`src/hdl/dcs_pkg.sv`:
```
`default_nettype none
package dcs_pkg;

  // block geometry
  localparam int BLK_N  = 8;
  localparam int IDX_W  = $clog2(BLK_N);
  localparam int NPIX   = BLK_N * BLK_N;
  localparam int PIX_AW = $clog2(NPIX);
  localparam int PIX_W  = 8;

  // datapath widths
  localparam int OP_W   = 24;   // cell operand: pixel or row-pass value (Q12)
  localparam int CF_W   = 16;   // cosine entry, Q15
  localparam int ACC_W  = 44;   // running sum through the chain
  localparam int WIDE_W = 66;   // rounding and saturation work width
  localparam int RQ_W   = 33;   // column result rounded to Q16
  localparam int VAL_W  = 16;
  localparam int CFG_W  = 64;
  localparam int SCL_W  = 32;

  typedef enum logic [1:0] {
    CFG_COEF_SELECT,
    CFG_OUTPUT_MODE,
    CFG_QUANT_RECIP_SCALE
  } cfg_idx_t;

  typedef enum logic [3:0] {
    ST_COLLECT,
    ST_ROW_LOAD,
    ST_ROW_STREAM,
    ST_ROW_DRAIN,
    ST_COL_LOAD,
    ST_COL_STREAM,
    ST_COL_DRAIN,
    ST_EM_SEL,
    ST_EM_RND,
    ST_EM_MUL,
    ST_EM_OUT
  } state_t;

  // token that walks down the chain of cells
  typedef struct packed {
    logic                    vld;
    logic [IDX_W-1:0]        sel;
    logic signed [ACC_W-1:0] sum;
  } tok_t;

  // 16384 * cos(a * pi / 16), a = 0..8
  function automatic logic signed [CF_W-1:0] cos_mag(input logic [3:0] a);
    logic signed [CF_W-1:0] r;
    case (a)
      4'd0:    r = 16'sd16384;
      4'd1:    r = 16'sd16069;
      4'd2:    r = 16'sd15137;
      4'd3:    r = 16'sd13623;
      4'd4:    r = 16'sd11585;
      4'd5:    r = 16'sd9102;
      4'd6:    r = 16'sd6270;
      4'd7:    r = 16'sd3196;
      default: r = 16'sd0;
    endcase
    return r;
  endfunction

  // orthonormal dct-ii matrix entry c[i][k] in Q15
  function automatic logic signed [CF_W-1:0] dct_coef(input logic [IDX_W-1:0] i,
                                                      input logic [IDX_W-1:0] k);
    logic [4:0]             a;
    logic [7:0]             p;
    logic signed [CF_W-1:0] r;
    p = 8'((2 * k + 1) * i);
    a = p[4:0];
    if (i == '0)
      r = 16'sd11585;
    else if (a <= 5'd8)
      r = cos_mag(a[3:0]);
    else if (a <= 5'd16)
      r = -cos_mag(4'(5'd16 - a));
    else if (a <= 5'd24)
      r = -cos_mag(4'(a - 5'd16));
    else
      r = cos_mag(4'(6'd32 - 6'(a)));
    return r;
  endfunction

  // shift right with rounding to nearest, ties away from zero (s >= 1)
  function automatic logic signed [WIDE_W-1:0] rnd_sh(input logic signed [WIDE_W-1:0] v,
                                                      input int unsigned s);
    logic signed [WIDE_W-1:0] h;
    logic signed [WIDE_W-1:0] n;
    h = WIDE_W'(1) <<< (s - 1);
    n = v[WIDE_W-1] ? WIDE_W'(1) : WIDE_W'(0);
    return (v + h - n) >>> s;
  endfunction

  function automatic logic signed [WIDE_W-1:0] sat_w(input logic signed [WIDE_W-1:0] v,
                                                     input logic signed [WIDE_W-1:0] lo,
                                                     input logic signed [WIDE_W-1:0] hi);
    logic signed [WIDE_W-1:0] r;
    if (v < lo)
      r = lo;
    else if (v > hi)
      r = hi;
    else
      r = v;
    return r;
  endfunction

endpackage
`default_nettype wire

```
`src/hdl/dcs_cell.sv`:
```
`default_nettype none
module dcs_cell (
  input  wire logic                               clk,
  input  wire logic                               rst,
  input  wire logic                               shift_en,
  input  wire logic [dcs_pkg::IDX_W-1:0]          cell_k,
  input  wire logic signed [dcs_pkg::OP_W-1:0]    op_in,
  output logic signed [dcs_pkg::OP_W-1:0]         op_out,
  input  wire dcs_pkg::tok_t                      tok_in,
  output dcs_pkg::tok_t                           tok_out
);
  import dcs_pkg::*;

  logic signed [CF_W-1:0]      coef;
  logic signed [OP_W+CF_W-1:0] prod;

  assign coef = dct_coef(tok_in.sel, cell_k);
  assign prod = op_out * coef;

  // operand shifts in from the left neighbor during a load
  always_ff @(posedge clk) begin
    if (shift_en) begin
      op_out <= op_in;
    end
  end

  // add this cell's product to the passing token
  always_ff @(posedge clk) begin
    if (rst) begin
      tok_out.vld <= 1'b0;
    end else begin
      tok_out.vld <= tok_in.vld;
    end
    tok_out.sel <= tok_in.sel;
    tok_out.sum <= tok_in.sum + ACC_W'(prod);
  end

endmodule
`default_nettype wire

```
`config.mk`:
```
export PLATFORM = sky130hd
export DESIGN_NAME = dcs_cell
export DESIGN_NICKNAME = d
export VERILOG_FILES = /design/src/hdl/dcs_pkg.sv /design/src/hdl/dcs_cell.sv
export SDC_FILE = /design/constraint.sdc
export NUM_CORES = 1
export LEC_CHECK = 0
export BUFFER_PORTS_ARGS = -buffer_cell sky130_fd_sc_hd__buf_2
export CAP_MARGIN = 15
export CORE_MARGIN = 2
export CORE_UTILIZATION = 56
export CTS_BUF_LIST = sky130_fd_sc_hd__clkbuf_8
export DETAILED_ROUTE_END_ITERATION = 8
export GPL_TIMING_DRIVEN = 0
export PLACE_DENSITY = 0.82
export REMOVE_ABC_BUFFERS = 1
export SLEW_MARGIN = 20
export SYNTH_ARGS = -nofsm -noshare
export SYNTH_HDL_FRONTEND = slang
export SYNTH_SLANG_ARGS = --single-unit
```
`constraint.sdc`:
```
create_clock -name clk -period 15.1 [get_ports clk]
set_clock_uncertainty 0.1 [all_clocks]
set_input_delay 3.02 -clock clk [delete_from_list [all_inputs] [get_ports clk]]
set_output_delay 3.02 -clock clk [all_outputs]
set_load 0.02 [all_outputs]
```
==> flow_metrics.tcl, run 1 <==
set metrics [dict create \
    fmax_mhz 69.8 \
    post-route-period-util_pct 94.9 \
    setup_ws_ns 0.765 \
    synth_most_common_cell "inv_1" \
    cts_max_level 3 \
    grt_max_degree 34 \
    hp-class "flip-flop to flip-flop" \
    min_period_ns 14.34 \
    dp_slack_ns 0.504 \
    cts_root_buffer "clkbuf_8" \
    cp_max_fo 33 \
    grt_util_met1_pct 37.7 \
    syn_inst 2001 \
    end_kind "flip-flop" \
    synth_simple_gate_area_share_pct 14.6 \
    synth_fa_ha_area_share_pct 55.0 \
    slowest_stage "fa_2" \
    ant_nets 0 \
    dr.first_iter.drc_count 1039 \
    clockBufferDepth 2 \
    finalHoldViolations 0 \
    die_area_um2 35300 \
    initial_utilization_pct 56.6 \
    dr.pass1.iters 8 \
    vias 14300 \
    synth_compound_area_share_pct 7.45 \
    drive_gt1_share_pct 10.5 \
    numClockSinks 72 \
    grt_setup_unrepaired "false" \
    routabilityCongestion 0.911 \
    synth_area_leaders "fa_1, ha_1, inv_1, and2_1, dfxtp_1" \
    maxSlewViolCount 0 \
    clkLatencyLatePin_ns 0.39 \
    synth_xor_area_share_pct 3.26 \
    grt_util_met3_pct 4.36 \
    num_io_pins 150 \
    cp-start-kind "input port" \
    cp-startpoint "tok_in[44]" \
    crit_arrival_ns 14.51 \
    synth-main-ff-cell "dfxtp_1" \
    crit_path_max_incr_delay_ns 1.02 \
    drc 0 \
    hold_start "op_out[0]" \
    viasPerCell 5.62 \
    grt.total_usage_pct 29.2 \
    tightest_slew_ns 1.06 \
    yosys.area.top_type "fa_1" \
    io_buffers 149 \
    regToRegStartpoint "op_out[23]" \
    place_hpwl_um 40000 \
    synth.distinct_cells 78 \
    wl_um 49000 \
    wl_per_cell_um 19.2 \
    cp.required_ns 15.28 \
    die_h_um 188 \
    setup_tns_ns 0 \
    grt_pass1_wl_um 80800 \
    row_count 67 \
    ys_warn_count 0 \
    grt.busiest_layer "met2" \
    cts_resized 0 \
    path_class "input port to flip-flop" \
    cts_buffers 9 \
    synth-seq-area-share_pct 8.88 \
    first_global_vias 15700 \
    synthTopCellsByCount "inv_1, fa_1, nand2_1" \
    async_flop_share_pct 0 \
    maxCapViolCount 0 \
    diodes 0 \
    clk_pin_slew_ns 0.09 \
    synth_top_family_by_area "adder cells" \
    relSlewSlack_pct 28.6 \
    yosysTopAreaCellShare_pct 46.2 \
    synth-seq-cells 72 \
    grt_remaining_overflow 0 \
    antenna_found_initial 0 \
    finalSetupViolCount 0 \
    synth_edf_count 24 \
    grt_util_met2_pct 49.8 \
    netlist_area_um2 18900 \
    tritoncts "yes" \
    final_net_count 2749 \
    core_um2 33400 \
    status "complete, no violations" \
    die_w_um 188 \
    syn2layout_area_growth_pct 8.09 \
    syn_avg_cell_area_um2 9.46 \
    synth_mux_area_share_pct 0.324 \
    fill_cells 2727 \
    post_cts_buffers 0 \
]
==> per-stage QoR <==
step,instances,utilization [%],hold slack [ns],instance area [um^2]
after floorplan,1924,-,0.810,18600
after global placement,2521,59.5,1.06,19900
after detailed placement,2537,60.6,1.10,20300
after CTS,2553,61.2,1.13,20500
after global routing,2554,61.2,1.17,20500
final,2554,61.2,1.12,20500
==> placed cells by master, fill, tap and decap left out, drive strengths merged, types with 10 or more instances in the layout <==
master  instances
a211oi         17
nand2b         13
nor3           12
xnor2          49
and2          155
nor2           65
o211ai         10
buf           165
xor2           16
a21o           15
o21ai          32
nand3          19
dfxtp          48
edfxtp         24
fa            437
a21oi          65
nor2b          26
ha            133
nand2         243
a31oi          13
inv           443
==> routing by layer <==
| layer | vias up | part of all wire [%] |
|---|---|---|
| met1 | 7313 | 39 |
| met2 | 651 | 50 |
| met4 | 0 | 4.1 |
| met3 | 146 | 6.8 |
| li1 | 6238 | - |
| met5 | - | 0 |
==> cells by family after synthesis <==
kind of cell             count (synthesis)
adder cells (fa/ha/maj)                570
AND/OR/NAND/NOR                        564
buffers and inverters                  519
AO/OA/AOI/OAI                          205
flip-flops                              72
XOR/XNOR                                65
multiplexers                             6
==> flip-flops by register name, summed over array words and instances, names as in the netlist <==
| name | count |
|---|---|
| tok_out | 48 |
| op_out | 24 |
==> area by class of cell <==
class / instances / area (um^2) / share of cell area [%]
repair buffers: 165 / 983 / 4.80
clock buffers: 9 / 124 / 0.605
well taps: 448 / 561 / 2.74
flip-flops and latches: 72 / 1680 / 8.21
inverters: 442 / 1660 / 8.10
multi-input cells: 1411 / 15400 / 75.2
clock inverters: 7 / 71.3 / 0.348
==> worst paths after layout <==
kind                  to  slack [ns]  cells after the start
min reg2reg   tok_out[1]        1.12                      2
max          tok_out[43]        0.76                     40
min           tok_out[1]        1.12                      2
max reg2reg  tok_out[43]        7.49                     22
==> worst max-delay path, delay by kind of cell <==
family / cells / cell delay, ns
adders and majority gates: 11 / 5.41
AOI/OAI and AO/OA: 12 / 3.38
buffers and inverters: 9 / 1.07
xor gates and xnor gates: 2 / 0.54
and+or+nand+nor: 6 / 1.05
==> repair_timing <==
item / 4_1_cts / 5_1_grt
endpoints found under the hold margin: 0 / 0
endpoints found under the setup margin: 0 / 1
hold buffers: 0 / 0
Power of run 1 is not shown: default switching activity piles up to over one toggle a cycle in this logic, so the estimate is an artifact.
==> inputs of run 2 (changes only) <==
Settings changed: BUFFER_PORTS_ARGS -buffer_cell sky130_fd_sc_hd__buf_2 to not set, DONT_BUFFER_PORTS set to 1, PLACE_DENSITY 0.82 to 0.78.
==> run 2 against run 1 <==
Against the previous run: global-route usage down 0.41 points; critical path depth decreased by 3; non-clock buffer count shrank 149; count of clock-buffer cells in the layout is the same; worst hold slack better by 0.093 ns; setup slack improved by 0.27 ns; critical endpoint unchanged.
==> flow_metrics.tcl, run 2 (synthesis gave the netlist of run 1 again) <==
set metrics [dict create \
    fmax_mhz 71.1 \
    post-route-period-util_pct 93.2 \
    num_io_pins 150 \
    grt_util_met1_pct 37.1 \
    multi_input_area_um2 15400 \
    dr.first_iter.drc_count 834 \
    min_period_ns 14.07 \
    grt_util_met2_pct 48.4 \
    die_h_um 188 \
    die_area_um2 35300 \
    grt_remaining_overflow 0 \
    tightest_slew_ns 1.12 \
    fill_cells 2798 \
    cts_resized 0 \
    tritoncts "yes" \
    cts_root_buffer "clkbuf_8" \
    end_kind "flip-flop" \
    finalSetupViolCount 0 \
    final_common_cell "inv_1" \
    grt_max_degree 34 \
    dr.pass1.iters 5 \
    grt_setup_unrepaired "false" \
    post_cts_buffers 0 \
    first_global_vias 14900 \
    cts_hold_buf 0 \
    cts_max_level 3 \
    core_um2 33400 \
    cp.buffers_inverters 7 \
    maxSlewViolCount 0 \
    finalHoldViolations 0 \
    syn2layout_area_growth_pct 4.11 \
    clockBufferDepth 2 \
    cts_buffers 9 \
    grt_pass1_wl_um 79000 \
    finalNonFillerCells 2406 \
    initial_utilization_pct 56.6 \
    crit_path_max_incr_delay_ns 1.03 \
    wl_um 47700 \
    top_register "tok_out" \
    io_buffers 0 \
    cp-start-kind "input port" \
    reg2reg_depth 22 \
    path_class "input port to flip-flop" \
    largest_reg_flops 48 \
    regArea_um2 1680 \
    status "complete, no violations" \
    maxCapViolCount 0 \
    final_cell_mix "inv_1, fa_1, nand2_1" \
    drive_gt1_share_pct 3.63 \
    cp_max_fo 33 \
    ant_nets 0 \
    vias 13600 \
    final_net_count 2599 \
    die_w_um 188 \
    routabilityCongestion 0.883 \
    cp.required_ns 15.36 \
    dp_cells 2388 \
    path_common_cell "fa_1" \
    hp-class "flip-flop to flip-flop" \
    place_hpwl_um 38700 \
    grt_util_met3_pct 5.65 \
    numClockSinks 72 \
    antenna_found_initial 1 \
    grt.total_usage_pct 28.8 \
    drc 0 \
    path_depth 37 \
    crit_arrival_ns 14.33 \
    clkLatencyLatePin_ns 0.42 \
    grt.busiest_layer "met2" \
    row_count 67 \
    clk_pin_slew_ns 0.10 \
    wl_per_cell_um 19.8 \
    whs_path_depth 2 \
    reg_top3 "tok_out: 48 flops, op_out: 24 flops" \
    slowest_stage "fa_2" \
    viasPerCell 5.64 \
    crit_family "adder cells" \
    relSlewSlack_pct 25.2 \
]
run 2: layout make-up:
cell class / instances / share of cell area [%]
antenna: 2 / 0.0254
clock buffer: 9 / 0.628
clock inverter: 7 / 0.362
inverter: 442 / 8.41
multi-input combinational: 1410 / 78.0
sequential: 72 / 8.53
tap: 448 / 2.84
timing repair buffer: 16 / 1.21
run 2: path summary, 6_finish.rpt:
path / from / end / slack, ns
min reg2reg: op_out[0] / tok_out[0] / 1.21
max: tok_in[46] / tok_out[43] / 1.03
min: op_out[0] / tok_out[0] / 1.21
max reg2reg: op_out[23] / tok_out[43] / 7.35
run 2: routing by layer:
| metal | routed length (um) | part of all wire (%) | vias up |
|---|---|---|---|
| met4 | 1680 | 3.5 | 2 |
| met3 | 3320 | 7.0 | 129 |
| li1 | - | - | 5935 |
| met5 | 12 | 0.025 | - |
| met2 | 23800 | 50 | 511 |
| met1 | 18900 | 40 | 6985 |
run 2: per-stage QoR:
step	hold WS [ns]	instance area [um^2]	setup WS (ns)	util (%)	TNS, ns
floorplan	0.810	18600	2.22	-	0
global placement	1.21	19200	-0.708	57.3	-4.39
detailed placement	1.20	19500	0.752	58.4	0
CTS	1.20	19700	1.21	58.9	0
global route	1.23	19700	0.484	58.9	0
finish	1.21	19700	1.03	58.9	0
run 2: worst min-delay path, stage by stage, from the launching register on:
cell	delay, ns
edfxtp_1	0.92
and2_1	0.24
ha_1	0.12
Power of run 2 is left out for the same reason.
