[src/hdl/dcs_ram.sv]
`default_nettype none
module dcs_ram #(
  parameter int WIDTH = 8,
  parameter int DEPTH = 64
) (
  input  wire logic                     clk,
  input  wire logic                     we,
  input  wire logic [$clog2(DEPTH)-1:0] waddr,
  input  wire logic [WIDTH-1:0]         wdata,
  input  wire logic [$clog2(DEPTH)-1:0] raddr,
  output logic      [WIDTH-1:0]         rdata
);

  logic [WIDTH-1:0] mem [DEPTH];

  // one write port, registered read port
  always_ff @(posedge clk) begin
    if (we) begin
      mem[waddr] <= wdata;
    end
    rdata <= mem[raddr];
  end

endmodule
`default_nettype wire

[config.mk]
export PLATFORM = sky130hd
export DESIGN_NAME = dcs_ram
export DESIGN_NICKNAME = d
export VERILOG_FILES = /design/src/hdl/dcs_ram.sv
export SDC_FILE = /design/constraint.sdc
export NUM_CORES = 1
export LEC_CHECK = 0
export BUFFER_PORTS_ARGS = -buffer_cell sky130_fd_sc_hd__buf_2
export CORE_ASPECT_RATIO = 0.75
export CORE_MARGIN = 2
export CORE_UTILIZATION = 45
export CTS_CLUSTER_SIZE = 10
export DETAILED_ROUTE_END_ITERATION = 8
export PLACE_DENSITY_LB_ADDON = 0.08
export SYNTH_ARGS = -nofsm -noshare
export SYNTH_HDL_FRONTEND = slang
export SYNTH_SLANG_ARGS = --single-unit
[constraint.sdc]
create_clock -name clk -period 1.8 [get_ports clk]
set_clock_uncertainty 0.1 [all_clocks]
set_input_delay 0 -clock clk [delete_from_list [all_inputs] [get_ports clk]]
set_output_delay 0 -clock clk [all_outputs]
set_load 0.005 [all_outputs]
==> results of run 1 <==
[cell usage after synthesis, types with 6 or more instances]
master / n
sky130_fd_sc_hd__edfxtp_1: 512
sky130_fd_sc_hd__mux4_2: 126
sky130_fd_sc_hd__nor2_1: 83
sky130_fd_sc_hd__mux2i_1: 23
sky130_fd_sc_hd__nand2_1: 19
sky130_fd_sc_hd__clkbuf_1: 17
sky130_fd_sc_hd__nor2b_1: 14
sky130_fd_sc_hd__buf_4: 13
sky130_fd_sc_hd__mux2_2: 13
sky130_fd_sc_hd__nand3_1: 13
sky130_fd_sc_hd__buf_2: 11
sky130_fd_sc_hd__dfxtp_1: 8
sky130_fd_sc_hd__o221ai_1: 8
sky130_fd_sc_hd__o22ai_1: 8
sky130_fd_sc_hd__nand2b_1: 7
sky130_fd_sc_hd__nor3_1: 7
sky130_fd_sc_hd__a221oi_1: 6
[report_power, final]
| group | switching [µW] | internal [µW] |
|---|---|---|
| clock network | 4480 | 6220 |
| logic | 837 | 626 |
| registers | 35.4 | 13400 |
| total | 5350 | 20300 |
[layout make-up]
type / count / area share, %
sequential: 520 / 64.7
clock inverter: 2 / 0.0417
timing repair buffer: 203 / 6.81
clock buffer: 96 / 6.94
tap: 586 / 3.05
multi-input combinational: 369 / 18.5
antenna: 1 / 0.0104
[flip-flops by register name, indices dropped and copies added, names as in the netlist]
| register | cells |
|---|---|
| rdata | 8 |
| mem | 512 |
[metal layers]
metal,track usage [%],routed length (µm),up-vias
li1,-,-,4348
met1,33.7,23800,5327
met2,30.0,21200,324
met3,4.06,2990,62
met4,4.33,784,0
met5,0,0,-
[worst max-delay path, cell delays in order, from the launching register on]
cell	delay, ns
sky130_fd_sc_hd__edfxtp_1	0.36
sky130_fd_sc_hd__mux4_2	0.50
sky130_fd_sc_hd__mux4_2	0.56
sky130_fd_sc_hd__nor2_4	0.14
sky130_fd_sc_hd__nor3_4	0.05
sky130_fd_sc_hd__o2bb2ai_2	0.15
[worst paths after layout]
path	from	endpoint	slack, ns
setup / recovery	mem[15][0]	rdata[0]	-0.18
hold reg to reg	mem[31][6]	rdata[6]	0.73
hold / removal	raddr[5]	rdata[2]	-0.11
setup reg to reg	mem[15][0]	rdata[0]	-0.18
[per-stage QoR]
stage | TNS (ns) | utilization [%]
2_1_floorplan | 0 | -
3_3_place_gp | -3.03 | 49.7
3_5_place_dp | -3.26 | 49.7
4_1_cts | -1.13 | 54.0
5_1_grt | -1.37 | 54.1
6_report | -0.934 | 54.1
[timing repair]
| item | CTS | global route |
|---|---|---|
| gates cloned | 0 | 0 |
| resized for setup | 21 | 6 |
| setup endpoints to repair | 8 | 16 |
| hold buffers | 11 | 1 |
| hold endpoints to repair | 211 | 8 |
| pin swaps | 4 | 2 |
[kinds of logic after synthesis]
family | count (synthesis) | share of synthesized area (%)
AO/OA/AOI/OAI | 54 | 2.07
buffers and inverters | 51 | 1.57
flip-flops | 520 | 77.0
multiplexers | 162 | 15.9
AND/OR/NAND/NOR | 153 | 3.39
==> results.txt, run 1 <==
- Result of the run: complete, but fails checks
- The checks that failed: negative hold slack, negative setup slack.
* Number of H-tree levels: 2
- Number of maximum-capacitance violations: 0
- The longest clock path from root to sink contains 3 buffers.
* Routed WL per cell: 27.5 µm
- The setup path with the least slack is of type flop to flop.
* Starting utilization of the core area: 45.4%
- R2R cell count: 5
- Once routing completed, OpenROAD measured the worst setup slack at -0.183 ns.
- Summing internal, switching and leakage power gives 25,600 µW.
- Max-slew violation total from the final report: 0
* Count of flip-flops with a built-in enable after synthesis: 512
- Number of antenna violations at the first check in global routing: 1
- Sequential cell area: 15,500 µm²
- Chip Height: 187 µm
- A synthesized cell averages 21.5 µm².
- In this run, the number of DRC markers left after iteration 0 of detailed routing was 1,020.
* Maximum number of pins on one net before global-route repair: 65
- Pwr Density: 1070 nW/µm²
- Summed over all layers, the global routing overflow is 0.
* Biggest area contributors in the synthesized netlist: sky130_fd_sc_hd__edfxtp_1 (76%), sky130_fd_sc_hd__mux4_2 (14%), sky130_fd_sc_hd__nor2_1 (1.5%)
* HPWL Detailed: 31.0 mm
- After detailed routing, the number of remaining DRC violations is 0.
- Die Outline Area: 46,500 µm²
- With fillers left out, the area of the finished cells amounts to 24,000 µm².
- Number of buffers created by CTS: 58
- Detailed routing inserted a total of 10,100 vias.
- Input and output buffers added on the ports amount to 29.
- The number of global-route vias before repair came to 10,200.
- Normalized max-slew margin: 46.2%
* Wire length of the first global-routing pass: 71.3 mm
* Leading cell types in the layout, fill and taps excluded: sky130_fd_sc_hd__edfxtp_1 (512), sky130_fd_sc_hd__buf_4 (154), sky130_fd_sc_hd__mux4_2 (126), sky130_fd_sc_hd__nor2_1 (81), sky130_fd_sc_hd__clkbuf_16 (61)
* Post-synthesis to final-layout area growth: 19.1%
- Of the cells placed in the final design, the portion with a size suffix greater than 1 is 34.5%.
* Most common cell after layout, fill and taps aside: sky130_fd_sc_hd__edfxtp_1
* CTS Root Buffer Type: sky130_fd_sc_hd__clkbuf_16
- Cell taking the most area after synthesis: sky130_fd_sc_hd__edfxtp_1
- Post-layout instance count excluding filler cells: 1,777
- Detailed Routing Iterations Pass 1: 7
- The analysis attributes to cell leakage a power of 0.00784 µW.
- # clock sinks: 520
- Derived from the worst setup path, the maximum achievable clock frequency is 504 MHz.
- Setup repair after global routing could not meet its margin everywhere.
- Synthesis produced a netlist with a net count of 962.
- At the end of the flow, the number of nets in the layout was 1,174.
- Part of the Yosys area used for sequential elements: 77.0%
* Yosys warns: 0
- Before CTS, the worst setup slack after placement is -0.517 ns.
- Largest voltage drop on the vdd net: 0.000690 V
* Post-CTS Setup Bufs: 0
* Placed cells: 1,667
* Routed Antenna Nets: 0
- Most used DFF post-synth: sky130_fd_sc_hd__edfxtp_1
* Endpoint required time on the critical path: 2.17 ns
* Fraction of the cycle the final worst path needs: 110%
* Maximum fanout along the worst path: 1
- Counting I/O delays and the setup requirement, the final critical path takes 1.98 ns.
- 30 I/O pins were placed.
- Area of the core region: 44,400 µm²
* Portion of synthesized cell area occupied by the leading cell type: 76.2%
* Count of endpoints failing hold in the final timing report: 5
* Transition time at the pin with the least slew margin: 0.804 ns
- Fraction of synthesis flops using an asynchronous set or reset pin: 0%
- For the worst setup path, the data arrival time is 2.35 ns.
- After detailed routing, the number of vias per cell comes to 5.66.
- DIE WIDTH: 248 µm
- The final layout contains routed wiring with a total length of 48.8 mm.
- Worst Setup Start Kind: flop
* Hold slack final: -0.115 ns
- Global routing used 21.0% of the available tracks.
- STA classifies the critical path endpoint as a flop.
- Clock latency on the worst-skew pair: 0.58 ns
- Clock slew at the register clock pins of the worst setup and hold paths: 0.06 ns
- The worst hold path was traced through 3 stages.
- Synthesis inferred 520 register bits.
- Number of distinct library cells after synthesis: 40
* Cell count after synthesis: 940
- TritonCTS built the clock tree.
- Combined area of the multi-input logic cells: 4430 µm²
- Cell Area, Synth: 20,200 µm²
- Setup violations remaining at the end of the flow were counted as 8.
- The congestion estimate from routability-driven global placement came to 0.798.
- Min-delay worst type: input pin to flop
* Fillers: 3,478
- The initialized floorplan defines 67 standard-cell rows.
- Summing all placed instances gives a cell area of 22,100 µm².
(Power assumes the default switching activity.)
==> inputs of run 2 (changes only) <==
--- a/config.mk
+++ b/config.mk
@@ -6,7 +6,7 @@
 export NUM_CORES = 1
 export LEC_CHECK = 0
 export BUFFER_PORTS_ARGS = -buffer_cell sky130_fd_sc_hd__buf_2
-export CORE_ASPECT_RATIO = 0.75
+export CORE_ASPECT_RATIO = 0.9
 export CORE_MARGIN = 2
 export CORE_UTILIZATION = 45
 export CTS_CLUSTER_SIZE = 10
==> run 2 against run 1 <==
Net effect: the flow still finishes with violations (negative hold slack, negative setup slack); sequential share of layout area barely moved; critical path type unchanged; routed wire length rose by 0.19%; clock-buffer cell count rose by 2; total power fell by 0.51%; maximum frequency rose by 1.3%; non-clock buffer count fell by 4; via count rose by 0.31%.
==> results.txt, run 2 (same netlist as run 1, synthesis figures left out) <==
- The first-pass GRT wire length was 71.4 mm (was 71.3 mm).
- The CTS root buffer was sky130_fd_sc_hd__clkbuf_16 (unchanged).
- Routed Antenna Nets: 0 (unchanged)
- Leak Pwr: 0.00781 µW (was 0.00784 µW)
- Number of buffers created by CTS: 58 (unchanged)
- Total number of placement rows: 73 (was 67)
- RSZ-0062 raised after global routing: yes (unchanged)
- The die area was 46,500 µm² (about the same).
- Number of maximum-capacitance violations: 0 (unchanged)
- Top-level I/O count: 30 (unchanged)
* Starting utilization of the core area: 45.6% (was 45.4%)
- Clock slew at the register clock pins of the worst setup and hold paths: 0.06 ns (about the same)
- The final critical-path share of the clock period was 109% (was 110%).
* Chip Height: 205 µm (was 187 µm)
- The clock net sink count came to 520 (unchanged).
- Routed WL per cell: 27.2 µm (was 27.5 µm)
- The peak supply drop came to 0.000579 V (was 0.000690 V).
* Hold slack final: -0.0121 ns (was -0.115 ns)
* Transition time at the pin with the least slew margin: 1.17 ns (was 0.804 ns)
* Worst-case clock buffer depth: 3 (unchanged)
- All-layer global routing usage: 21.8% (was 21.0%)
- Result of the run: complete, but fails checks (unchanged).
- Maximum number of pins on one net before global-route repair: 65 (unchanged)
- Largest regs: mem (512), rdata (8) (unchanged).
* Number of antenna violations at the first check in global routing: 4 (was 1)
- The ratio of cells with drive above 1 in the final layout was 34.2% (was 34.5%).
- The kind of start point of the critical path is a flop (unchanged).
- NumNets Final: 1,170 (was 1,174)
* Clock latency on the worst-skew pair: 0.62 ns (was 0.58 ns)
- Total detailed-routing wirelength: 48.9 mm (was 48.8 mm)
- The count of final setup violators is 7 (was 8).
- Count of endpoints failing hold in the final timing report: 6 (was 5)
- The TritonCTS clock tree is yes (unchanged).
- The number of fill cells was 3,471 (was 3,478).
* Number of H-tree levels: 2 (unchanged)
- The kind of end point of the critical path is a flop (unchanged).
- The data arrival at the endpoint of the critical path was 2.35 ns (about the same).
- The time the final worst path needs with I/O delays and setup was 1.96 ns (was 1.98 ns).
- HPWL Detailed: 31.0 mm (about the same)
- The power per cell area came to 1060 nW/µm² (was 1070 nW/µm²).
- The share of the core filled with cells in the final layout was 54.3% (was 54.1%).
* DRC violations left: 0 (unchanged)
- The path category of the worst min-delay check was input pin to flop (unchanged).
* Leading cell types in the layout, fill and taps excluded: sky130_fd_sc_hd__edfxtp_1 (512), sky130_fd_sc_hd__buf_4 (148), sky130_fd_sc_hd__mux4_2 (126), sky130_fd_sc_hd__nor2_1 (80), sky130_fd_sc_hd__clkbuf_16 (58) (was sky130_fd_sc_hd__edfxtp_1 (512), sky130_fd_sc_hd__buf_4 (154), sky130_fd_sc_hd__mux4_2 (126), sky130_fd_sc_hd__nor2_1 (81), sky130_fd_sc_hd__clkbuf_16 (61))
* Remaining global-route overflow: 0 (unchanged)
* R2R cell count: 6 (was 5)
* DIE WIDTH: 227 µm (was 248 µm)
- The register name with the most flops was mem (unchanged).
- Detailed Routing Iterations Pass 1: 5 (was 7)
- Worst setup slack before clock tree synthesis: -0.623 ns (was -0.517 ns)
- Most common cell after layout, fill and taps aside: sky130_fd_sc_hd__edfxtp_1 (unchanged)
- WHS Path Cells: 2 (was 3)
- Failing checks: negative hold slack, negative setup slack (unchanged)
* Start-to-end type of the worst setup path: flop to flop (unchanged)
- The flip-flop count of the largest register, all copies and words added came to 512 (unchanged).
- Number of global-route vias before repair: 10,500 (was 10,200)
* Overall via count from detail_route: 10,100 (about the same)
- The max-slew violation count is 0 (unchanged).
- The worst setup margin was -0.157 ns (was -0.183 ns).
- The total core area came to 44,200 µm² (was 44,400 µm²).
- Vias per std cell: 5.63 (was 5.66)
- The maximum fanout encountered on the critical timing path is 1 (unchanged).
- Port buffer count: 29 (unchanged)
- The remaining max-slew budget at the tightest pin came to 21.9% (was 46.2%).
- The placer's final routability congestion estimate was 0.797 (was 0.798).
- F_max: 511 MHz (was 504 MHz)
- The count of routing violations after the opening detailed-route iteration came to 937 (was 1,020).
- Endpoint required time on the critical path: 2.20 ns (was 2.17 ns)
- The layout-stage area growth over the synthesis result was 19.1% (about the same).
## run 2: cell count changes in the layout (fill, tap and decap cells not counted), sizes merged
cell         before  now
clkbuf           97   99
dlygate4sd3      12   11
inv               0    2
diode             1    4
buf             190  187
## run 2: layout make-up
type / count / area (µm²) / area share (%)
Sequential cell: 520 / 15500 / 64.7
Multi-Input combinational cell: 369 / 4430 / 18.4
Clock buffer: 98 / 1610 / 6.71
Tap cell: 600 / 751 / 3.13
Timing Repair Buffer: 199 / 1650 / 6.86
Antenna cell: 4 / 10.0 / 0.0417
Clock inverter: 4 / 37.5 / 0.156
## run 2: final timing paths
kind,start,endpoint,slack [ns]
worst max-delay path,mem[24][6],rdata[6],-0.16
worst min-delay path,wdata[1],mem[15][1],-0.01
worst max register to register,mem[24][6],rdata[6],-0.16
worst min register to register,mem[19][0],rdata[0],0.73
## run 2: report_power, final
group          switching [µW]  total, µW  internal, µW
clock                    4520      10500          6020
sequential               50.6      13500         13400
combinational             838       1470           631
## run 2: what timing repair did
| item | in CTS | in global routing |
|---|---|---|
| buffers inserted | 0 | 1 |
| pin swaps | 5 | 4 |
| hold buffers | 12 | 0 |
| hold endpoints to repair | 277 | 0 |
| endpoints found under the setup margin | 8 | 16 |
| resized for setup | 22 | 6 |
## run 2: per-stage QoR
stage	setup TNS, ns	cell area, µm²	power [µW]	instances
after CTS	-0.845	24000	25700	1790
final	-0.714	24000	25500	1794
after detailed placement	-3.44	22100	15100	1677
after global routing	-1.10	24000	26300	1794
after global placement	-3.38	22100	15100	1677
after floorplan	0	20200	14400	940
## run 2: per-layer routing
metal	part of all wire, %	GRT usage (%)
met1	45	32.6
met2	45	32.3
met3	6.9	4.78
met4	2.4	6.35
met5	0	0
## run 2: worst max-delay path, stage by stage, from the launching register on
cell	delay (ns)
sky130_fd_sc_hd__edfxtp_1	0.37
sky130_fd_sc_hd__mux4_2	0.47
sky130_fd_sc_hd__mux2_4	0.30
sky130_fd_sc_hd__o221a_4	0.27
sky130_fd_sc_hd__nor3_2	0.10
sky130_fd_sc_hd__buf_4	0.14
sky130_fd_sc_hd__o32ai_1	0.08
